===== src/design/ssbr_pkg.sv =====
// shared constants and types for the supersample box resolve block
package ssbr_pkg;

    localparam int CHAN_W     = 8;
    localparam int COORD_W    = 10;
    localparam int FACTOR_W   = 4;
    localparam int SIZE_W     = 11;
    localparam int CFG_IDX_W  = 2;
    localparam int CFG_DATA_W = 11;
    localparam int NUM_LANES  = 4;

    localparam int DEF_MAX_WIDTH  = 1024;
    localparam int DEF_MAX_HEIGHT = 1024;
    localparam int DEF_MAX_FACTOR = 8;

    localparam logic [FACTOR_W-1:0] FACTOR_RST = 4'd1;
    localparam logic [SIZE_W-1:0]   SIZE_RST   = 11'd1024;

    typedef enum logic [CFG_IDX_W-1:0] {
        CFG_FACTOR = 2'd0,
        CFG_WIDTH  = 2'd1,
        CFG_HEIGHT = 2'd2
    } cfg_idx_t;

    typedef struct packed {
        logic first;
        logic emit;
        logic row_end;
        logic frame_end;
    } seq_flags_t;

    typedef struct packed {
        logic adv;
        logic rd;
        logic wr;
        logic first;
    } lane_ctl_t;

    typedef struct packed {
        logic [COORD_W-1:0] x;
        logic [COORD_W-1:0] y;
        logic               row_end;
        logic               frame_end;
    } meta_t;

endpackage


===== src/design/ssbr_seq.sv =====
// raster position counters: column, sub-column, sub-row and output row
module ssbr_seq #(
    parameter int MAX_WIDTH  = ssbr_pkg::DEF_MAX_WIDTH,
    parameter int MAX_HEIGHT = ssbr_pkg::DEF_MAX_HEIGHT,
    parameter int MAX_FACTOR = ssbr_pkg::DEF_MAX_FACTOR,
    localparam int CW = (MAX_WIDTH > 1) ? $clog2(MAX_WIDTH) : 1,
    localparam int RW = (MAX_HEIGHT > 1) ? $clog2(MAX_HEIGHT) : 1,
    localparam int SW = (MAX_FACTOR > 1) ? $clog2(MAX_FACTOR) : 1,
    localparam int FW = $clog2(MAX_FACTOR + 1)
) (
    input  logic                          clk,
    input  logic                          rst_n,
    input  logic                          step,
    input  logic [ssbr_pkg::FACTOR_W-1:0] factor,
    input  logic [ssbr_pkg::SIZE_W-1:0]   out_width,
    input  logic [ssbr_pkg::SIZE_W-1:0]   out_height,
    output logic [CW-1:0]                 col,
    output logic [RW-1:0]                 row,
    output logic [FW-1:0]                 f_eff,
    output ssbr_pkg::seq_flags_t          flags
);
    import ssbr_pkg::*;

    logic [CW-1:0] column_count_reg, column_count_next;
    logic [SW-1:0] sub_column_reg, sub_column_next;
    logic [SW-1:0] sub_row_reg, sub_row_next;
    logic [RW-1:0] row_count_reg, row_count_next;

    logic [SW-1:0] f_last;
    logic [CW-1:0] w_last;
    logic [RW-1:0] h_last;
    logic          last_sc, last_sr, last_col, last_row;

    // last index of each counter under the current, range-limited registers
    always_comb
    begin
        if (factor == '0)
            f_last = '0;
        else if (int'(factor) > MAX_FACTOR)
            f_last = SW'(MAX_FACTOR - 1);
        else
            f_last = SW'(factor - FACTOR_W'(1));

        if (out_width == '0)
            w_last = '0;
        else if (int'(out_width) > MAX_WIDTH)
            w_last = CW'(MAX_WIDTH - 1);
        else
            w_last = CW'(out_width - SIZE_W'(1));

        if (out_height == '0)
            h_last = '0;
        else if (int'(out_height) > MAX_HEIGHT)
            h_last = RW'(MAX_HEIGHT - 1);
        else
            h_last = RW'(out_height - SIZE_W'(1));
    end

    assign last_sc  = (sub_column_reg >= f_last);
    assign last_sr  = (sub_row_reg >= f_last);
    assign last_col = (column_count_reg >= w_last);
    assign last_row = (row_count_reg >= h_last);

    assign f_eff           = FW'(f_last) + FW'(1);
    assign col             = column_count_reg;
    assign row             = row_count_reg;
    assign flags.first     = (sub_row_reg == '0) && (sub_column_reg == '0);
    assign flags.emit      = last_sc && last_sr;
    assign flags.row_end   = last_col;
    assign flags.frame_end = last_col && last_row;

    // counters wrap once they reach or pass their last value
    always_comb
    begin
        column_count_next = column_count_reg;
        sub_column_next   = sub_column_reg;
        sub_row_next      = sub_row_reg;
        row_count_next    = row_count_reg;
        if (!last_sc)
        begin
            sub_column_next = sub_column_reg + SW'(1);
        end
        else
        begin
            sub_column_next = '0;
            if (!last_col)
            begin
                column_count_next = column_count_reg + CW'(1);
            end
            else
            begin
                column_count_next = '0;
                if (!last_sr)
                begin
                    sub_row_next = sub_row_reg + SW'(1);
                end
                else
                begin
                    sub_row_next   = '0;
                    row_count_next = last_row ? '0 : row_count_reg + RW'(1);
                end
            end
        end
    end

    always_ff @(posedge clk or negedge rst_n)
    begin
        if (!rst_n)
        begin
            column_count_reg <= '0;
            sub_column_reg   <= '0;
            sub_row_reg      <= '0;
            row_count_reg    <= '0;
        end
        else if (step)
        begin
            column_count_reg <= column_count_next;
            sub_column_reg   <= sub_column_next;
            sub_row_reg      <= sub_row_next;
            row_count_reg    <= row_count_next;
        end
    end

endmodule


===== config.mk =====
export PLATFORM = sky130hd
export DESIGN_NAME = ssbr_seq
export DESIGN_NICKNAME = d
export VERILOG_FILES = /design/src/design/ssbr_pkg.sv /design/src/design/ssbr_seq.sv
export SDC_FILE = /design/constraint.sdc
export NUM_CORES = 1
export LEC_CHECK = 0
export BUFFER_PORTS_ARGS = -buffer_cell sky130_fd_sc_hd__buf_2
export CAP_MARGIN = 10
export CORE_UTILIZATION = 25
export CTS_BUF_LIST = sky130_fd_sc_hd__clkbuf_4 sky130_fd_sc_hd__clkbuf_8 sky130_fd_sc_hd__clkbuf_16
export DETAILED_ROUTE_END_ITERATION = 8
export GPL_ROUTABILITY_DRIVEN = 0
export SKIP_LAST_GASP = 1
export SYNTH_ARGS = -nofsm -noshare
export SYNTH_HDL_FRONTEND = slang
export SYNTH_SLANG_ARGS = --single-unit
export TNS_END_PERCENT = 20

===== constraint.sdc =====
create_clock -name clk -period 4.1 [get_ports clk]
set_clock_uncertainty 0.15 [all_clocks]
set_input_delay 0.205 -clock clk [delete_from_list [all_inputs] [get_ports clk]]
set_output_delay 0.205 -clock clk [all_outputs]
set_load 0.03 [all_outputs]

==> results of run 1 <==
==> through the flow <==
| step | std cells | setup slack [ns] | instance area [sq um] | util [%] | total power, mW |
|---|---|---|---|---|---|
| final | 515 | 0.337 | 3030 | 30.8 | 0.802 |
| after global routing | 515 | 0.107 | 3030 | 30.8 | 0.865 |
| after CTS | 515 | 0.315 | 3030 | 30.8 | 0.812 |
| after detailed placement | 510 | 0.112 | 2960 | 30.2 | 0.639 |
| after global placement | 510 | 0.239 | 2960 | 30.2 | 0.631 |
| after floorplan | 329 | 0.641 | 2550 | - | 0.538 |
==> power groups by stage <==
stage | clock network, mW | logic, mW | registers, mW
after detailed placement | 0 | 0.304 | 0.334
after CTS | 0.177 | 0.306 | 0.329
after global routing | 0.183 | 0.347 | 0.336
after global placement | 0 | 0.297 | 0.334
final | 0.172 | 0.302 | 0.328
after floorplan | 0 | 0.187 | 0.351
==> per-layer routing <==
metal	global-route usage, %	routed length, um	part of all wire (%)	up-vias
met5	0	0	0	-
li1	-	-	-	1291
met1	15.1	2930	48	1135
met4	1.63	34	0.55	0
met2	21.2	2870	47	52
met3	2.24	309	5.0	4
==> cell usage after synthesis, types with 2 or more instances <==
| cell | instances | area, sq um |
|---|---|---|
| buf_6 | 2 | 22.5 |
| a41oi_1 | 2 | 17.5 |
| inv_1 | 30 | 113 |
| nand4_1 | 6 | 37.5 |
| o21a_1 | 4 | 30.0 |
| xnor2_1 | 4 | 35.0 |
| xor2_1 | 9 | 78.8 |
| nor3_1 | 12 | 60.1 |
| o21ai_0 | 28 | 140 |
| nor2_1 | 24 | 90.1 |
| o32ai_1 | 2 | 17.5 |
| nor3b_1 | 5 | 37.5 |
| dfrtp_1 | 26 | 651 |
| clkbuf_1 | 6 | 22.5 |
| nand2b_1 | 4 | 25.0 |
| a21oi_1 | 31 | 155 |
| a221oi_2 | 2 | 30.0 |
| nor4b_1 | 2 | 17.5 |
| a21o_1 | 4 | 30.0 |
| nand3_1 | 19 | 95.1 |
| or3_1 | 8 | 50.1 |
| ha_1 | 36 | 450 |
| nand2_1 | 32 | 120 |
| o22ai_1 | 8 | 50.1 |
| a211oi_1 | 4 | 30.0 |
==> placed cells by master, fill, tap and decap left out, types with 5 or more instances in the layout <==
master,Yosys,layout
o22ai_1,8,8
ha_1,36,36
nor3b_1,5,5
inv_1,30,30
nand4_1,6,6
xor2_1,9,9
buf_2,1,56
o21ai_0,28,28
nand2_1,32,32
nand3_1,19,19
a21oi_1,31,31
or3_1,8,8
nor2_1,24,24
nor3_1,12,12
dfrtp_1,26,26
==> critical path, delay by kind of cell <==
| family | cells | cell delay (ns) |
|---|---|---|
| simple gates | 8 | 2.08 |
| buf+inv | 3 | 0.42 |
| compound gates | 2 | 0.42 |
| fa+ha+maj | 1 | 0.29 |
==> path summary, 6_finish.rpt <==
kind,cells after the start,to,from
setup / recovery,14,flags[1],out_width[6]
hold / removal,2,sub_column_reg[0],step
setup reg to reg,7,row[0],col[4]
hold reg to reg,1,sub_column_reg[2],sub_column_reg[2]
max in group asynchronous,2,row[8],rst_n
min in group asynchronous,2,col[7],rst_n
==> cell type report <==
type                            instances  area share [%]
Clock buffer                            4            1.82
Inverter                               30            3.72
Multi-Input combinational cell        262            57.1
Sequential cell                        26            21.5
Tap cell                              133            5.50
Timing Repair Buffer                   60            10.3
==> timing repair <==
action / in CTS / in global routing
resized for setup: 0 / 0
hold buffers: 1 / 0
hold endpoints to repair: 26 / 0
==> logic make-up (layout without fill, tap and decap cells) <==
family	after synthesis	count (layout)	synth area share [%]
adder cells (fa/ha/maj)	38	38	18.5
XOR/XNOR	13	13	4.46
multiplexers	1	1	0.392
AND/OR/NAND/NOR	121	121	23.7
flip-flops	26	26	25.5
AO/OA/AOI/OAI	89	89	20.7
buffers and inverters	41	94	6.81
==> out/results.ini, run 1 <==
[power]
power_switching_share_pct = 39.6
clkPwrFrac_pct = 21.4
peakVddDrop_mv = 0.207
p_comb_share_pct = 37.7
p_switching_mw = 0.317
leakagePower_nw = 1.44
pwr_density_cell_nw_per_um2 = 265
seq_power_share_pct = 40.9
p_int_mw = 0.485

[logic_synthesis]
syn-cell-area_sq_um = 2550
ys_seq_area_share_pct = 25.5
async_reset_ff_share_pct = 100
synth_top_flop_cell = dfrtp_1
netlist_instances = 329
synth_warnings = 0
synth-edff-count = 0
syn-mean-instance-area_sq_um = 7.77
ys_types = 44
synth_nets = 394
synth-seq-cells = 26

[global_route]
grt_usage_pct = 11.8
grt_pass1_vias = 2345
grt_start_max_net_pins = 27
antenna_found_initial = 0
grt_first_pass_wirelength_mm = 10.2
overflow = 0

[worst_setup_path]
end_kind = output pin
cp_slowest_stage_delay_ns = 0.49
ff2ff_setup_slack_ns = 1.45
path_cells = buf_2, or3_4, or2_4, or3_1, nor2_2, nor2_1, a221oi_2, ha_1, a211oi_1, nor2_1, or3_1, nor2_1, inv_1, buf_2
path_class = in -> out
critPathMaxFanout = 7
worstSetupStartpointType = input port
crit_top_cell = nor2_1
slowest_stage = or3_1
worstPathArrival_ns = 3.41
cp.required_ns = 3.74

[cells_and_area]
fin_nets = 448
final_layout_size_suffix_gt1_share_pct = 18.3
diodes = 0
area_delta_synth_final_pct = 18.5
nFillCells = 1105
multiInputGateArea_sq_um = 1730
regArea_sq_um = 651

[drt]
vias = 2482
routedWlPerCell_um = 11.9
ant_nets = 0
drcViolationCount = 0
via_per_inst = 4.82
drt_wl_total_mm = 6.14
drtIter0Drc = 79
dr.pass1.iters = 4

[hold_path]
hold_class = in -> reg

[cts]
clock_sinks = 26
cts_made_buffers = 3
max-clock-path-buffers = 2
post_cts_buffers = 0
clock_latency_ns = 0.28
htreeDepth = 1
clk_pin_slew_worst_paths_ns = 0.10
cts_tree = yes
cts-root-buf = clkbuf_8

[place]
portBuffers = 56
detailedPlacementHpwl_mm = 4.96

[timing]
setup_viol_count_final = 0
fin_crit_sh_pct = 91.8
fin_setup_tns_ns = 0
fmax_mhz = 266
hold_viol_final = 0
period_needed_ns = 3.76
hold_ws_ns = 0.0643
rsz0062_at_grt = no
slew_violations = 0
slew_headroom_pct = 59.0
worstMarginPinSlew_ns = 0.614

[floorplan]
core-area_sq_um = 9820
start_util_pct = 26.0
die-area_sq_um = 10600
die_w_um = 103
die_h_um = 103
num_rows = 36
ios = 57

[run]
maxCapViolations = 0

[status]
status = complete, no violations

(Power assumes the default switching activity.)
==> run 2, diff against run 1 <==
==> constraint.sdc (replaced) <==
create_clock -name clk -period 3.95 [get_ports clk]
set_clock_uncertainty 0.15 [all_clocks]
set_input_delay 0.1975 -clock clk [delete_from_list [all_inputs] [get_ports clk]]
set_output_delay 0.1975 -clock clk [all_outputs]
set_load 0.03 [all_outputs]
==> run 2 against run 1 <==
  * Global-route usage up 0.27 points
  * Total power increased by 9.8%
  * Via count barely moved
  * Largest power group unchanged
==> out/results.ini, run 2 (synthesis results as in run 1) <==
[status]
status = complete, no violations

[cells_and_area]
fin_util_pct = 31.0  ; +0.19 points
diodes = 0  ; unchanged
fin_nets = 448  ; unchanged
nFillCells = 1103  ; -0.18%
final_cell_mix = buf_2, ha_1, nand2_1
final_layout_size_suffix_gt1_share_pct = 18.6  ; +0.26 points
fin_area_sq_um = 3050  ; +0.62%
area_delta_synth_final_pct = 19.2
final_common_cell = buf_2

[drt]
vias = 2480  ; -0.081%
drcViolationCount = 0  ; unchanged
drt_wl_total_mm = 6.32  ; +2.9%
routedWlPerCell_um = 12.3  ; +2.9%
via_per_inst = 4.82  ; about the same
dr.pass1.iters = 4  ; unchanged
ant_nets = 0  ; unchanged
drtIter0Drc = 66  ; -16%

[global_route]
grt_pass1_vias = 2320  ; -1.1%
antenna_found_initial = 0  ; unchanged
grt_usage_pct = 12.1  ; +0.27 points
overflow = 0  ; unchanged
grt_first_pass_wirelength_mm = 10.5  ; +2.7%
grt_start_max_net_pins = 27  ; unchanged

[worst_setup_path]
cp_num_cells = 14  ; unchanged
crit_start = out_width[6]
worstPathArrival_ns = 3.34  ; -0.07 ns
ff2ff_setup_slack_ns = 1.32  ; -0.13 ns
reg2regPathDepth = 6  ; -1
slowest_stage = or3_1
critPathBufInv = 3  ; unchanged
cp.required_ns = 3.60  ; -0.14 ns
r2r_start = col[4]
cp_top_family = simple AND/OR/NAND/NOR gates
path_cells = buf_2, or3_4, or2_4, or3_1, nor2_2, nor2_1, a221oi_2, ha_1, a211oi_1, nor2_1, or3_1, nor2_2, inv_1, buf_2
timing.rr.end = row[0]
worstSetupStartpointType = input port
critPathMaxFanout = 7  ; unchanged
path_class = in -> out
cp-endpoint = flags[1]
cp_slowest_stage_delay_ns = 0.49  ; about the same
end_kind = output pin

[cts]
max-clock-path-buffers = 2  ; unchanged
clk_pin_slew_worst_paths_ns = 0.09  ; about the same
cts-root-buf = clkbuf_8
htreeDepth = 1  ; unchanged
clock_sinks = 26  ; unchanged
post_cts_buffers = 0  ; unchanged
clock_latency_ns = 0.27  ; about the same
cts_made_buffers = 3  ; unchanged
cts_tree = yes

[timing]
worstMarginPinSlew_ns = 0.593  ; -0.0217 ns
setup_viol_count_final = 0  ; unchanged
period_needed_ns = 3.68
fin_crit_sh_pct = 93.3
fmax_mhz = 271
hold_viol_final = 0  ; unchanged
slew_headroom_pct = 60.2  ; +1.2 points
fin_setup_tns_ns = 0  ; unchanged
layout_setup_ws_ns = 0.266  ; -0.0716 ns
slew_violations = 0  ; unchanged
rsz0062_at_grt = no

[floorplan]
die_w_um = 103  ; unchanged
start_util_pct = 26.0  ; unchanged
num_rows = 36  ; unchanged
core-area_sq_um = 9820  ; unchanged
die_h_um = 103  ; unchanged
die-area_sq_um = 10600  ; unchanged
ios = 57  ; unchanged

[place]
postPlaceCellArea_sq_um = 2960  ; unchanged
pre_cts_ws_ns = 0.101  ; -0.0106 ns
portBuffers = 56  ; unchanged
detailedPlacementHpwl_mm = 5.13  ; +3.4%

[power]
pwr_density_cell_nw_per_um2 = 289  ; +9.1%
power_switching_share_pct = 37.4  ; -2.1 points
p_switching_mw = 0.330  ; +3.9%
leakagePower_nw = 1.45  ; +0.55%
clkPwrFrac_pct = 25.2  ; +3.8 points
total_power_mw = 0.880  ; +9.8%
p_int_mw = 0.551  ; +14%
p_comb_share_pct = 36.2  ; -1.5 points
seq_power_share_pct = 38.6  ; -2.3 points
peakVddDrop_mv = 0.208  ; +0.65%

[hold_path]
min_from = step
hold_class = in -> reg

[run]
maxCapViolations = 0  ; unchanged

## run 2: per-stage QoR
stage,cells,hold slack (ns)
after floorplan,329,-0.248
after global placement,510,0.0922
after detailed placement,510,0.0968
after CTS,515,0.0735
after global routing,515,0.107
final,515,0.0880
## run 2: power groups by stage
stage / Clock [mW] / Combinational, mW / Sequential [mW]
4_1_cts: 0.230 / 0.322 / 0.343
3_5_place_dp: 0 / 0.320 / 0.348
2_1_floorplan: 0 / 0.194 / 0.365
3_3_place_gp: 0 / 0.307 / 0.348
6_report: 0.221 / 0.319 / 0.340
5_1_grt: 0.237 / 0.366 / 0.347
## run 2: how the worst min path moves through the flow
stage / slack (ns) / to / cells after the start
after global routing: 0.11 / sub_column_reg[0] / 2
after CTS: 0.07 / sub_column_reg[0] / 2
after detailed placement: 0.1 / col[9] / 1
after floorplan: -0.25 / col[0] / 0
after global placement: 0.09 / col[9] / 1
final: 0.09 / sub_column_reg[1] / 2
## run 2: final cells by class
type                    instances  area [sq um]  share of cell area (%)
clock buffers                   3          41.3                    1.36
flip-flops and latches         26           651                    21.4
clock inverters                 1          30.0                   0.986
well taps                     133           166                    5.46
inverters                      30           113                    3.70
repair buffers                 60           313                    10.3
multi-input cells             262          1730                    56.9
## run 2: layer usage
metal / up-vias / share of wire [%] / global-route usage (%)
met5: - / 0 / 0
met4: 0 / 0.13 / 0.975
met3: 2 / 4.1 / 1.90
met2: 51 / 48 / 21.0
met1: 1147 / 48 / 16.5
li1: 1280 / - / -
## run 2: worst reg2reg max path: cells and delay by family (launching register included)
family                     cells  cell delay, ns
adders and majority gates      1            0.37
DFF                            1            0.49
AOI/OAI and AO/OA              4            1.22
and+or+nand+nor                1            0.32
## run 2: timing repair
action | 4_1_cts | 5_1_grt
hold endpoints to repair | 26 | 0
resized for setup | 0 | 1
setup endpoints to repair | 0 | 1
hold buffers | 1 | 0
==> run 3, diff against run 2 <==
--- a/config.mk
+++ b/config.mk
@@ -5,6 +5,7 @@
 export SDC_FILE = /design/constraint.sdc
 export NUM_CORES = 1
 export LEC_CHECK = 0
+export ABC_AREA = 1
 export BUFFER_PORTS_ARGS = -buffer_cell sky130_fd_sc_hd__buf_2
 export CAP_MARGIN = 10
 export CORE_UTILIZATION = 25
==> run 3 against run 2 <==
  * Sequential share of layout area is 2.7 points lower
  * Cell count increased by 24%
  * Register-to-register slack improved by 0.57 ns
  * Clock-buffer cell count is 1 higher
  * Clock power grew 13%
  * Hold slack got worse by 0.036 ns
  * Critical path depth up 3
  * Global-route usage shrank 0.68 points
  * Utilization is 0.81 points lower
  * Critical endpoint is now flags[0]
  * The flow now finishes with violations (design-rule violations)
  * Largest cell class unchanged
  * First-iteration DRC count up 140%
==> out/results.ini, run 3 <==
[status]
status = finished, violations left
violations = design-rule violations

[logic_synthesis]
synth-seq-cells = 26  ; unchanged
synth.most_common_cell = nand2_1
ys_seq_area_share_pct = 21.7  ; -3.8 points
synth_warnings = 0  ; unchanged
async_reset_ff_share_pct = 100  ; unchanged
syn-mean-instance-area_sq_um = 6.80  ; -13%
yosys-top-cells-count = nand2_1, inv_1, nand3_1, nor2_1, ha_1
synth_top_flop_cell = dfrtp_1
synth-edff-count = 0  ; unchanged
synth_top_area_share_pct = 21.7  ; -3.8 points
synth_area_leader_cell = dfrtp_1
ys_types = 40  ; -9.1%
netlist_instances = 441  ; +34%
synth_nets = 506  ; +28%
syn-cell-area_sq_um = 3000  ; +17%
synth_area_leaders = dfrtp_1, nand2_1, ha_1

[floorplan]
die_w_um = 111  ; +8.1%
die-area_sq_um = 12400  ; +17%
ios = 57  ; unchanged
die_h_um = 111  ; +8.1%
num_rows = 39  ; +8.3%
core-area_sq_um = 11600  ; +18%
start_util_pct = 25.9  ; -0.11 points

[timing]
setup_viol_count_final = 0  ; unchanged
fmax_mhz = 325  ; +20%
period_needed_ns = 3.08  ; -0.603 ns
rsz0062_at_grt = no
slew_violations = 0  ; unchanged
worstMarginPinSlew_ns = 0.594  ; +0.00103 ns
fin_setup_tns_ns = 0  ; unchanged
fin_crit_sh_pct = 78.0  ; -15 points
hold_viol_final = 0  ; unchanged
hold_ws_ns = 0.0520  ; -0.0359 ns
slew_headroom_pct = 60.4  ; +0.17 points

[cts]
post_cts_buffers = 0  ; unchanged
htreeDepth = 1  ; unchanged
cts-root-buf = clkbuf_16
clock_latency_ns = 0.26  ; about the same
clk_pin_slew_worst_paths_ns = 0.07  ; -0.02 ns
max-clock-path-buffers = 2  ; unchanged
clock_sinks = 26  ; unchanged
cts_tree = yes
cts_made_buffers = 3  ; unchanged

[worst_setup_path]
crit_start = out_height[0]
end_kind = output pin
r2r_start = col[0]
path_class = in -> out
worstSetupStartpointType = input port
reg2regPathDepth = 11  ; +5
timing.rr.end = row[0]
ff2ff_setup_slack_ns = 1.89  ; +0.57 ns
worstPathArrival_ns = 2.73  ; -0.61 ns
cp.required_ns = 3.60  ; about the same
critPathMaxFanout = 11  ; +4

[place]
portBuffers = 56  ; unchanged
postPlaceCellArea_sq_um = 3400  ; +15%
detailedPlacementHpwl_mm = 5.52  ; +7.6%

[drt]
via_per_inst = 4.48  ; -7.0%
routedWlPerCell_um = 10.7  ; -13%
drt_wl_total_mm = 6.85  ; +8.4%
drcViolationCount = 3  ; +3
dr.pass1.iters = 6  ; +2
vias = 2861  ; +15%
ant_nets = 0  ; unchanged
drtIter0Drc = 161  ; +140%

[hold_path]
hold_depth = 2  ; unchanged
min_to = sub_column_reg[1]
hold_class = in -> reg
min_from = step

[global_route]
grt_pass1_vias = 2676  ; +15%
grt_start_max_net_pins = 27  ; unchanged
antenna_found_initial = 0  ; unchanged
grt_first_pass_wirelength_mm = 12.0  ; +14%
overflow = 0  ; unchanged
grt_usage_pct = 11.4  ; -0.68 points

[cells_and_area]
fin_nets = 562  ; +25%
final_layout_size_suffix_gt1_share_pct = 20.0  ; +1.4 points
fin_area_sq_um = 3490  ; +15%
final_common_cell = nand2_1
final_cell_mix = nand2_1, inv_1, buf_2
nFillCells = 1218  ; +10%
diodes = 0  ; unchanged
area_delta_synth_final_pct = 16.6

[run]
maxCapViolations = 0  ; unchanged

[power]
pwr_density_cell_nw_per_um2 = 404  ; +40%
leakagePower_nw = 1.97  ; +36%
peakVddDrop_mv = 0.267  ; +28%

run 3: cell types whose count changed after synthesis, moves of 14 or more:
| cell | previous run | this run |
|---|---|---|
| nand2_1 | 32 | 127 |
| inv_1 | 30 | 69 |
| a21oi_1 | 31 | 10 |
| nand3_1 | 19 | 40 |
| nor2_1 | 24 | 39 |
| o21ai_0 | 28 | 14 |
run 3: through the flow:
stage | setup WS, ns | instances | total power [mW] | util (%)
CTS | 0.849 | 639 | 1.43 | 30.2
detailed placement | 0.847 | 634 | 1.17 | 29.4
finish | 0.869 | 639 | 1.41 | 30.2
global placement | 0.937 | 634 | 1.15 | 29.4
floorplan | 1.40 | 441 | 0.987 | -
global route | 0.582 | 639 | 1.54 | 30.2
run 3: critical path, cell delays in order:
cell	delay (ns)
buf_2	0.11
inv_1	0.10
ha_1	0.22
nand3_1	0.11
nor2_2	0.15
nand2_1	0.12
o21ai_4	0.23
nand2_1	0.08
o21ai_1	0.14
ha_1	0.26
a21o_1	0.18
nor2_1	0.08
and2_1	0.37
nand2_1	0.10
nand2_1	0.07
inv_1	0.05
buf_2	0.17
run 3: power by group:
group          internal, mW  switching (mW)
combinational         0.254           0.463
sequential            0.339           0.107
clock                 0.155          0.0939
run 3: layout make-up:
class	count	area, sq um	share of cell area, %
Clock buffer	4	88.8	2.54
Inverter	72	280	8.02
Multi-Input combinational cell	337	2010	57.4
Sequential cell	26	651	18.6
Tap cell	143	179	5.12
Timing Repair Buffer	57	290	8.31
run 3: worst max path at each step:
stage                    end  slack, ns  cells past startpoint
finish              flags[0]       0.87                     17
global route        flags[0]       0.58                     17
CTS                 flags[0]       0.85                     17
detailed placement  flags[0]       0.85                     17
global placement    flags[0]       0.94                     17
floorplan           flags[0]       1.40                     16
run 3: per-layer routing:
| metal | global-route usage [%] | vias up | share of wire [%] |
|---|---|---|---|
| met1 | 14.9 | 1273 | 50 |
| met2 | 20.0 | 52 | 45 |
| met5 | 0 | - | 0 |
| li1 | - | 1524 | - |
| met4 | 2.43 | 0 | 1.3 |
| met3 | 1.63 | 12 | 2.9 |
run 3: kinds of logic (layout without fill, tap and decap cells):
group,Yosys count,in the layout,share of synthesized area [%]
buffers and inverters,78,133,11.4
adders and majority gates,36,36,15.0
and+or+nand+nor,238,238,36.1
DFF,26,26,21.7
xor gates and xnor gates,10,10,2.92
AOI/OAI and AO/OA,53,53,12.9
run 3: timing repair:
| action | in CTS | in global routing |
|---|---|---|
| hold buffers | 1 | 0 |
| resized for setup | 0 | 0 |
| hold endpoints to repair | 26 | 0 |
